### config.mk
export PLATFORM = sky130hd
export DESIGN_NAME = spra_ram
export DESIGN_NICKNAME = d
export VERILOG_FILES = /design/src/rtl/spra_ram.sv
export SDC_FILE = /design/constraint.sdc
export NUM_CORES = 1
export LEC_CHECK = 0
export ABC_AREA = 1
export BUFFER_PORTS_ARGS = -buffer_cell sky130_fd_sc_hd__buf_4
export CAP_MARGIN = 10
export CORE_ASPECT_RATIO = 0.7
export CORE_UTILIZATION = 30
export CTS_CLUSTER_DIAMETER = 60
export CTS_CLUSTER_SIZE = 16
export DETAILED_ROUTE_END_ITERATION = 10
export HOLD_SLACK_MARGIN = 0.06
export PLACE_DENSITY = 0.49
export SETUP_SLACK_MARGIN = 0.15
export SLEW_MARGIN = 15
export SYNTH_ARGS = -nofsm -noshare
export SYNTH_HDL_FRONTEND = slang
export SYNTH_SLANG_ARGS = --single-unit
### constraint.sdc
create_clock -name clock -period 2.65 [get_ports clock]
set_input_delay 0.265 -clock clock [delete_from_list [all_inputs] [get_ports clock]]
set_output_delay 0.265 -clock clock [all_outputs]
set_load 0.1 [all_outputs]
### src/rtl/spra_ram.sv
// Generic single-write, single-read RAM with registered read data.
// No dependencies.
module spra_ram #(
   parameter int WIDTH = 8,
   parameter int DEPTH = 16
) (
   input  logic                                 clock,
   input  logic                                 wr_en,
   input  logic [(DEPTH > 1 ? $clog2(DEPTH) : 1)-1:0] wr_addr,
   input  logic [WIDTH-1:0]                     wr_data,
   input  logic                                 rd_en,
   input  logic [(DEPTH > 1 ? $clog2(DEPTH) : 1)-1:0] rd_addr,
   output logic [WIDTH-1:0]                     rd_data
);
   logic [WIDTH-1:0] mem_ff [DEPTH];
   logic [WIDTH-1:0] rd_data_ff;

   always_ff @(posedge clock) begin
      if (wr_en) begin
         mem_ff[wr_addr] <= wr_data;
      end
      if (rd_en) begin
         rd_data_ff <= mem_ff[rd_addr];
      end
   end

   assign rd_data = rd_data_ff;
endmodule

# --- Word-level counts from Yosys, hierarchy flattened ---
# Memory sizes are Yosys's and may differ from the RTL's. A register that Yosys moved wholly into a read port is not among the register bits.
# Cells that the tools add are included.
classes:
  mux: 2
ops:
  columns: ["operator", "n"]
  rows:
  - ["1-bit 2-to-1 mux", 2]
word_totals:
  regBits: 0
  mem_bits_rw: 128
  in_bits: 19
  out_inout_bits: 8
  elab_cells: 3
  mem_count: 1
mem_list:
  columns: ["memory", "words", "word_bits", "read_ports", "rd_ports_with_merged_regs", "write_ports", "line", "source"]
  rows:
  - ["mem_ff", 16, 8, 1, 1, 1, "15", "logic [WIDTH-1:0] mem_ff [DEPTH];"]

# --- Logic depth before layout (Yosys ltp) ---
# Gate-level depths: netlist of run 1.
logic_depth:
  word_depth: 2
  mapped_depth: 8
  mapped_depth_nobuf: 7

# --- Worst setup path after synthesis of run 1 ---
# No wires, ideal clock.
synth_timing:
  kind: "in2reg"
  start: "in wr_addr[2] (netlist name)"
  end: "mem mem_ff[10][0] (enable)"
  setup_time_ns: 0.370
  t_arrival_ns: 0.846
  required_time_ns: 2.280
  slack_ns: 1.434
  stages: 2
  path_buffers: 0
  path_cell_list: "nand3b_1 nor2_1"
synth_lines:
  columns: ["item", "line", "source"]
  rows:
  - ["start, declared", "9", "input logic [(DEPTH > 1 ? $clog2(DEPTH) : 1)-1:0] wr_addr,"]
  - ["end, declared", "15", null]
# Straight into the memory's write port.

==> results.sh, run 1 <==
export IMPL_netlist_instances=551
export IMPL_hold_buffers=0
export IMPL_reg2reg_depth=6
export IMPL_grt_use_total=0.150
export IMPL_ctsResizeCount=0
export IMPL_synthMostInstantiatedCell="nand2_1"
export IMPL_fin_crit_sh=0.541
export IMPL_yosysWarnings=0
export IMPL_routedWlPerCell_um=16.4
export IMPL_remaining_drc_errors=0
export IMPL_use_met1=0.236
export IMPL_die_area_mm2=0.0201
export IMPL_viasPerCell=4.40
export IMPL_drive_above_1_share=0.111
export IMPL_first_global_vias=3612
export IMPL_yosysSeqAreaShare=0.698
export IMPL_skew_ns=0.00818
export IMPL_area_growth_pct=18.0
export IMPL_drt_iter0_markers=300
export IMPL_clkTransAtPathRegs_ns=0.06
export IMPL_synth_edf_count=136
export IMPL_grt_first_pass_wirelength_um=21700
export IMPL_synth_cell_types=11
export IMPL_ant_nets=0
export IMPL_pin_count=27
export IMPL_synth_seq_cells=136
export IMPL_netlist_area_mm2=0.00585
export IMPL_cts_tree="yes"
export IMPL_post_cts_setup_buffers=0
export IMPL_power_density_mw_per_mm2=764
export IMPL_numCtsBuffers=17
export IMPL_wl_um=14100
export IMPL_crit_required_ns=2.81
export IMPL_p_leak_uw=0.00290
export IMPL_start_kind="input pin"
export IMPL_yosysTopAreaCell="edfxtp_1"
export IMPL_crit_arrival_ns=1.60
export IMPL_antenna_found_initial=0
export IMPL_slew_headroom=0.439
export IMPL_cts_sinks=136
export IMPL_r2r_slack_ns=1.39
export IMPL_port_buffers=26
export IMPL_dpl_hpwl_um=9010
export IMPL_fin_ws_ns=1.22
export IMPL_insertion_delay_ns=0.41
export IMPL_layout_min_cycle_time_ns=1.43
export IMPL_dp_slack_ns=0.814
export IMPL_irDropWorstVdd_mv=0.334
export IMPL_drv_cap=0
export IMPL_rsz0062_at_grt="no"
export IMPL_async_flop_share=0
export IMPL_slew_violations=0
export IMPL_crit_fanout=33
export IMPL_use_met2=0.197
export IMPL_cts_root_buf="clkbuf_16"
export IMPL_postSynthAreaPerCell_um2=10.6
export IMPL_cts_htree_levels=4
export IMPL_hold_depth=1
export IMPL_start_util=0.308
export IMPL_fin_setup_tns_ns=0
export IMPL_hold_viol=0
export IMPL_dr_pass1_iters=5
export IMPL_outcome="finished clean"
export IMPL_fp_row_count=42
export IMPL_synthFlopType="edfxtp_1"
export IMPL_fp_dieH_um=119
export IMPL_fmax_ghz=0.698
export IMPL_min_path_type="input pin to flip-flop"
export IMPL_synth_top_area_frac=0.698
export IMPL_synth_area_leaders="edfxtp_1, nand2_1, nand3_1, inv_1, buf_6"
export IMPL_die_x_um=169
export IMPL_yosys_top_cells_count="nand2_1, edfxtp_1, inv_1"
export IMPL_core_mm2=0.0190
export IMPL_setup_viol=0
export IMPL_syn_num_nets=570
export IMPL_busiest_layer="met1"
export IMPL_diodes=0
export IMPL_nNetsFinal=600
export IMPL_gp_congestion=0.810
export IMPL_cts_buffer_depth=2
export IMPL_worstMarginPinSlew_ns=0.839
export IMPL_vias=3774
export IMPL_groute_layer_met3_usage=0.0338
export IMPL_grt_max_degree=65
export IMPL_grt_overflow_total=0
export IMPL_criticalPathCategory="input pin to flip-flop"
export IMPL_end_kind="flip-flop"
critical path, cell delays in order:
cell and delay [ns]:
buf_4 0.34, inv_2 0.36, nand3_1 0.18, nand3_1 0.20
nand3_1 0.17, nand2_1 0.06
layout make-up:
cell class	count	area, µm²
clock inverter	14	181
fill	1886	12100
multi-input combinational	289	1210
sequential	136	4080
tap	264	330
timing repair buffer	35	275
clock buffer	18	429
inverter	102	383
stage by stage:
stage	cells	total power [µW]	hold WS [ns]	instance area, µm²	utilization
finish	858	5270	0.165	6900	0.364
global route	858	5420	0.161	6900	0.364
CTS	858	5290	0.150	6900	0.364
detailed placement	826	2860	0.582	6290	0.331
global placement	826	2860	0.582	6290	0.331
floorplan	551	2720	0.364	5850	-
logic make-up after synthesis:
group / count (synthesis) / synth area share
DFF: 136 / 0.698
and+or+nand+nor: 289 / 0.208
buffers and inverters: 126 / 0.0939
where the power goes:
group / switching (µW) / internal, µW / leakage (µW)
registers: 14.8 / 2420 / 0.00124
clock network: 887 / 1560 / 0.000298
logic: 285 / 91.9 / 0.00137
flip-flops by register name, indices dropped and copies added (netlist names):
signal,count
mem_ff,128
rd_data,8
metal layers:
metal	vias up	wire length, µm
li1	1840	-
met2	97	5550
met3	11	775
met5	-	0
met4	0	93
met1	1826	7660
worst paths after layout:
| check | start | end |
|---|---|---|
| max reg2reg | mem_ff[1][3]$_DFFE_PP_ | rd_data[3]$_DFFE_PP_ |
| min | rd_en | rd_data[2]$_DFFE_PP_ |
| max | rd_addr[1] | rd_data[3]$_DFFE_PP_ |
| min reg2reg | mem_ff[6][2]$_DFFE_PP_ | rd_data[2]$_DFFE_PP_ |
placed cells by master (no fill, tap or decap):
cell	count
buf_12	1
buf_4	34
bufinv_16	4
clkbuf_1	1
clkbuf_16	17
clkinv_1	2
clkinv_2	4
clkinv_4	3
clkinvlp_4	1
edfxtp_1	136
inv_1	100
inv_2	2
nand2_1	173
nand3_1	97
nand3b_1	2
nor2_1	17
Note: power is estimated with default switching activity, not from simulation.
==> run 2, diff against run 1 <==
Settings changed: PLACE_DENSITY 0.49 to 0.5.
Clock period 2.65 ns to 1.3 ns, I/O delays scaled along.
==> run 2 against run 1 <==
  * Power rose by 100%
  * Utilization rose by 1.7 points
  * Highest routed layer unchanged
  * Combinational power rose by 130%
  * Via count rose by 2.9%
  * Sequential cell count did not move
  * Final cell count rose by 3.1%
  * Clock power rose by 93%
  * Largest cell class unchanged
  * Cell area rose by 4.8%
==> results.sh, run 2 (same netlist as run 1, synthesis figures left out) <==
export IMPL_outcome="finished clean"
export IMPL_fmax_ghz=0.805
export IMPL_die_x_um=169
export IMPL_grt_first_pass_wirelength_um=22400
export IMPL_drt_iter0_markers=265
export IMPL_p_total_uw=10600
export IMPL_die_area_mm2=0.0201
export IMPL_area_growth_pct=23.6
export IMPL_largest_reg_flops=128
export IMPL_fp_dieH_um=119
export IMPL_dr_pass1_iters=4
export IMPL_slew_violations=0
export IMPL_setup_viol=0
export IMPL_diodes=0
export IMPL_crit_chain="buf_6"
export IMPL_layout_common_cells="nand2_1, edfxtp_1, inv_1, nand3_1, buf_4"
export IMPL_slew_headroom=0.557
export IMPL_layout_min_cycle_time_ns=1.24
export IMPL_cts_sinks=136
export IMPL_fin_util=0.381
export IMPL_remaining_drc_errors=0
export IMPL_slowest_stage="edfxtp_1"
export IMPL_viasPerCell=4.39
export IMPL_power_density_mw_per_mm2=1460
export IMPL_numCtsBuffers=17
export IMPL_min_path_type="input pin to flip-flop"
export IMPL_insertion_delay_ns=0.42
export IMPL_criticalPathCategory="flip-flop to primary output"
export IMPL_drive_above_1_share=0.163
export IMPL_first_global_vias=3891
export IMPL_fp_row_count=42
export IMPL_pin_count=27
export IMPL_grt_max_degree=41
export IMPL_cp_num_buf_inv=1
export IMPL_worstMarginPinSlew_ns=0.664
export IMPL_start_util=0.308
export IMPL_gp_congestion=0.771
export IMPL_slowest_delay_ns=0.47
export IMPL_antenna_found_initial=0
export IMPL_cts_htree_levels=4
export IMPL_ant_nets=0
export IMPL_nNetsFinal=627
export IMPL_final_common_cell="nand2_1"
export IMPL_core_mm2=0.0190
export IMPL_drv_cap=0
export IMPL_crit_arrival_ns=1.11
export IMPL_wl_um=14200
export IMPL_vias=3882
export IMPL_grt_use_total=0.154
export IMPL_grt_overflow_total=0
export IMPL_dpl_hpwl_um=9270
export IMPL_p_leak_uw=0.00305
export IMPL_clkTransAtPathRegs_ns=0.06
export IMPL_routedWlPerCell_um=16.1
export IMPL_cts_root_buf="clkbuf_16"
export IMPL_port_buffers=26
export IMPL_cts_tree="yes"
export IMPL_skew_ns=0.0102
export IMPL_start_kind="flip-flop"
export IMPL_regMostFlops="mem_ff"
export IMPL_irDropWorstVdd_mv=0.715
export IMPL_cts_buffer_depth=2
export IMPL_crit_fanout=1
export IMPL_end_kind="primary output"
export IMPL_crit_required_ns=1.17
export IMPL_rsz0062_at_grt="yes"
export IMPL_hold_viol=0
export IMPL_path_delay_family="flip-flops"
export IMPL_fin_crit_sh=0.956
## run 2: cell count changes in the layout (fill, tap and decap cells not counted), moves of 2 or more
cell	before	now
nand3_1	97	85
buf_4	34	44
buf_6	0	8
clkinvlp_4	1	5
nand3_2	0	11
dlygate4sd3_1	0	6
buf_12	1	4
clkinv_2	4	1
bufinv_16	4	2
inv_6	0	2
## run 2: worst reg2reg max path: cells and delay by family (launching register included)
family / cells / cell delay, ns
buf+inv: 1 / 0.06
flops: 1 / 0.37
simple gates: 5 / 0.41
## run 2: layout make-up
type | instances | area, µm²
clock buffer | 17 | 425
clock inverter | 15 | 154
fill | 1828 | 11700
inverter | 102 | 383
multi-input combinational | 289 | 1290
sequential | 136 | 4080
tap | 264 | 330
timing repair buffer | 62 | 561
## run 2: through the flow
| step | setup slack, ns | hold slack, ns | cell area [µm²] | TNS [ns] | cells |
|---|---|---|---|---|---|
| 6_report | 0.0576 | 0.0813 | 7230 | 0 | 885 |
| 5_1_grt | 0.0241 | 0.0757 | 7230 | 0 | 885 |
| 4_1_cts | 0.0275 | 0.0834 | 7160 | 0 | 885 |
| 3_5_place_dp | -0.160 | 0.463 | 6480 | -0.454 | 847 |
| 3_3_place_gp | -0.152 | 0.455 | 6480 | -0.400 | 847 |
| 2_1_floorplan | 0.219 | 0.229 | 5850 | 0 | 551 |
## run 2: what timing repair did
item,CTS,global route
setup endpoints to repair,10,12
pin swaps,0,5
setup buffers,0,0
resized for setup,10,13
gates cloned,0,0
endpoints found under the hold margin,88,0
hold buffers,6,0
## run 2: path summary, 6_finish.rpt
path | start | slack, ns | cells after the start | endpoint
setup / recovery | rd_data[3]$_DFFE_PP_ | 0.06 | 1 | rd_data[3]
hold / removal | wr_data[6] | 0.08 | 1 | mem_ff[7][6]$_DFFE_PP_
setup reg to reg | mem_ff[6][3]$_DFFE_PP_ | 0.21 | 6 | rd_data[3]$_DFFE_PP_
hold reg to reg | mem_ff[12][5]$_DFFE_PP_ | 0.75 | 6 | rd_data[5]$_DFFE_PP_
## run 2: metal layers
metal,vias to the layer above,part of all wire,track usage
met4,0,0.0083,0.0472
met3,16,0.050,0.0335
met5,-,0,0
met1,1882,0.52,0.233
met2,88,0.42,0.218
li1,1896,-,-
## run 2: power by group
| group | internal (µW) | switching, µW |
|---|---|---|
| clock | 2820 | 1910 |
| sequential | 4940 | 38.6 |
| combinational | 262 | 589 |
==> run 3, diff against run 2 <==
Settings changed: CORE_UTILIZATION 30 to 55, PLACE_DENSITY 0.5 to 0.77.
Clock period 1.3 ns to 1.4 ns, I/O delays scaled along.
==> run 3 against run 2 <==
  * Critical path type unchanged
  * Highest routed layer unchanged
  * Combinational power down 11%
  * Largest cell class unchanged
  * Final cell count down 16%
  * The flow now finishes with violations (DRC)
  * Sequential power down 7.2%
  * Worst setup slack better by 0.10 ns
==> results.sh, run 3 (same netlist as run 1, synthesis figures left out) <==
export IMPL_remaining_drc_errors=4
export IMPL_crit_arrival_ns=1.10
export IMPL_drive_above_1_share=0.123
export IMPL_wl_um=13400
export IMPL_cp_num_buf_inv=1
export IMPL_dpl_hpwl_um=8490
export IMPL_numCtsBuffers=17
export IMPL_first_global_vias=3640
export IMPL_p_leak_uw=0.00297
export IMPL_diodes=0
export IMPL_outcome="finished, violations left"
export IMPL_post_cts_setup_buffers=0
export IMPL_cts_root_buf="clkbuf_16"
export IMPL_regMostFlops="mem_ff"
export IMPL_area_growth_pct=16.9
export IMPL_clkPwrFrac=0.420
export IMPL_cts_tree="yes"
export IMPL_ant_nets=0
export IMPL_nNetsFinal=619
export IMPL_grt_overflow_total=0
export IMPL_fp_dieH_um=88.3
export IMPL_drv_cap=0
export IMPL_vias=4045
export IMPL_core_mm2=0.0104
export IMPL_slew_headroom=0.580
export IMPL_slowest_delay_ns=0.38
export IMPL_crit_fanout=1
export IMPL_power_frac_seq=0.498
export IMPL_drt_iter0_markers=545
export IMPL_skew_ns=0.00372
export IMPL_grt_first_pass_wirelength_um=20300
export IMPL_placed_cells=712
export IMPL_fin_setup_tns_ns=0
export IMPL_criticalPathCategory="flip-flop to primary output"
export IMPL_start_util=0.565
export IMPL_slew_violations=0
export IMPL_setup_viol=0
export IMPL_pwr_share_comb=0.082
export IMPL_path_delay_family="flip-flops"
export IMPL_power_switching_uw=2080
export IMPL_fmax_ghz=0.805
export IMPL_start_kind="flip-flop"
export IMPL_layout_common_cells="nand2_1, edfxtp_1, inv_1, nand3_1, buf_4"
export IMPL_p_int_uw=7190
export IMPL_holdWs_ns=0.0733
export IMPL_cts_htree_levels=4
export IMPL_violations="DRC"
export IMPL_worstMarginPinSlew_ns=0.630
export IMPL_switching_share=0.224
export IMPL_slowest_stage="edfxtp_1"
export IMPL_fin_util=0.660
export IMPL_insertion_delay_ns=0.41
export IMPL_cts_buffer_depth=2
export IMPL_crit_required_ns=1.26
export IMPL_end_kind="primary output"
export IMPL_grt_use_total=0.261
export IMPL_routedWlPerCell_um=18.0
export IMPL_hold_viol=0
export IMPL_fin_crit_sh=0.888
export IMPL_cts_sinks=136
export IMPL_port_buffers=26
export IMPL_grt_max_degree=33
export IMPL_rsz0062_at_grt="no"
export IMPL_viasPerCell=5.44
export IMPL_layout_min_cycle_time_ns=1.24
export IMPL_irDropWorstVdd_mv=0.898
export IMPL_die_area_mm2=0.0111
export IMPL_antenna_found_initial=0
export IMPL_clkTransAtPathRegs_ns=0.05
export IMPL_power_density_mw_per_mm2=1360
export IMPL_final_common_cell="nand2_1"
export IMPL_pin_count=27
export IMPL_crit_chain="buf_4"
export IMPL_fp_row_count=31
export IMPL_min_path_type="input pin to flip-flop"
export IMPL_largest_reg_flops=128
export IMPL_dr_pass1_iters=8
export IMPL_final_cells=743
export IMPL_gp_congestion=0.830
export IMPL_die_x_um=125
[run 3: cell types whose count changed in the layout (fill, tap and decap cells not counted), sizes merged]
cell / previous run / this run
buf: 56 / 53
bufinv: 2 / 1
clkbuf: 17 / 23
clkinvlp: 5 / 0
dlygate4sd3: 6 / 1
inv: 104 / 102
[run 3: final cells by class]
cell class,instances,area [µm²]
Sequential cell,136,4080
Fill cell,759,3520
Tap cell,132,165
Clock buffer,23,448
Clock inverter,7,55.1
Multi-Input combinational cell,289,1210
Inverter,102,383
Timing Repair Buffer,54,487
[run 3: final timing paths]
check | start | end | slack [ns] | cells past startpoint
max | rd_data[7]$_DFFE_PP_ | rd_data[7] | 0.16 | 1
min reg2reg | mem_ff[15][4]$_DFFE_PP_ | rd_data[4]$_DFFE_PP_ | 0.75 | 6
min | wr_data[3] | mem_ff[13][3]$_DFFE_PP_ | 0.07 | 1
max reg2reg | mem_ff[13][6]$_DFFE_PP_ | rd_data[6]$_DFFE_PP_ | 0.24 | 6
[run 3: power by group through the flow]
stage	Clock (µW)	Sequential, µW	Combinational [µW]
floorplan	0	4840	322
global placement	0	4700	724
detailed placement	0	4700	741
CTS	3900	4620	752
global route	4090	4630	815
finish	3900	4620	758
[run 3: layer usage]
layer,vias to the layer above,GRT usage,routed length [µm]
met1,1922,0.381,5980
met2,226,0.391,5910
li1,1877,-,-
met4,0,0.0998,192
met5,-,0,0
met3,20,0.0568,1330
[run 3: repair_timing]
item,CTS,global route
resized for setup,0,1
setup endpoints to repair,0,1
hold endpoints to repair,8,0
hold buffers,1,0
[run 3: through the flow]
step | instance area (µm²) | setup slack [ns] | total power (µW)
2_1_floorplan | 5850 | 0.309 | 5160
3_3_place_gp | 6320 | 0.0239 | 5420
3_5_place_dp | 6320 | 0.00510 | 5440
4_1_cts | 6830 | 0.152 | 9270
5_1_grt | 6840 | 0.152 | 9530
6_report | 6840 | 0.157 | 9280
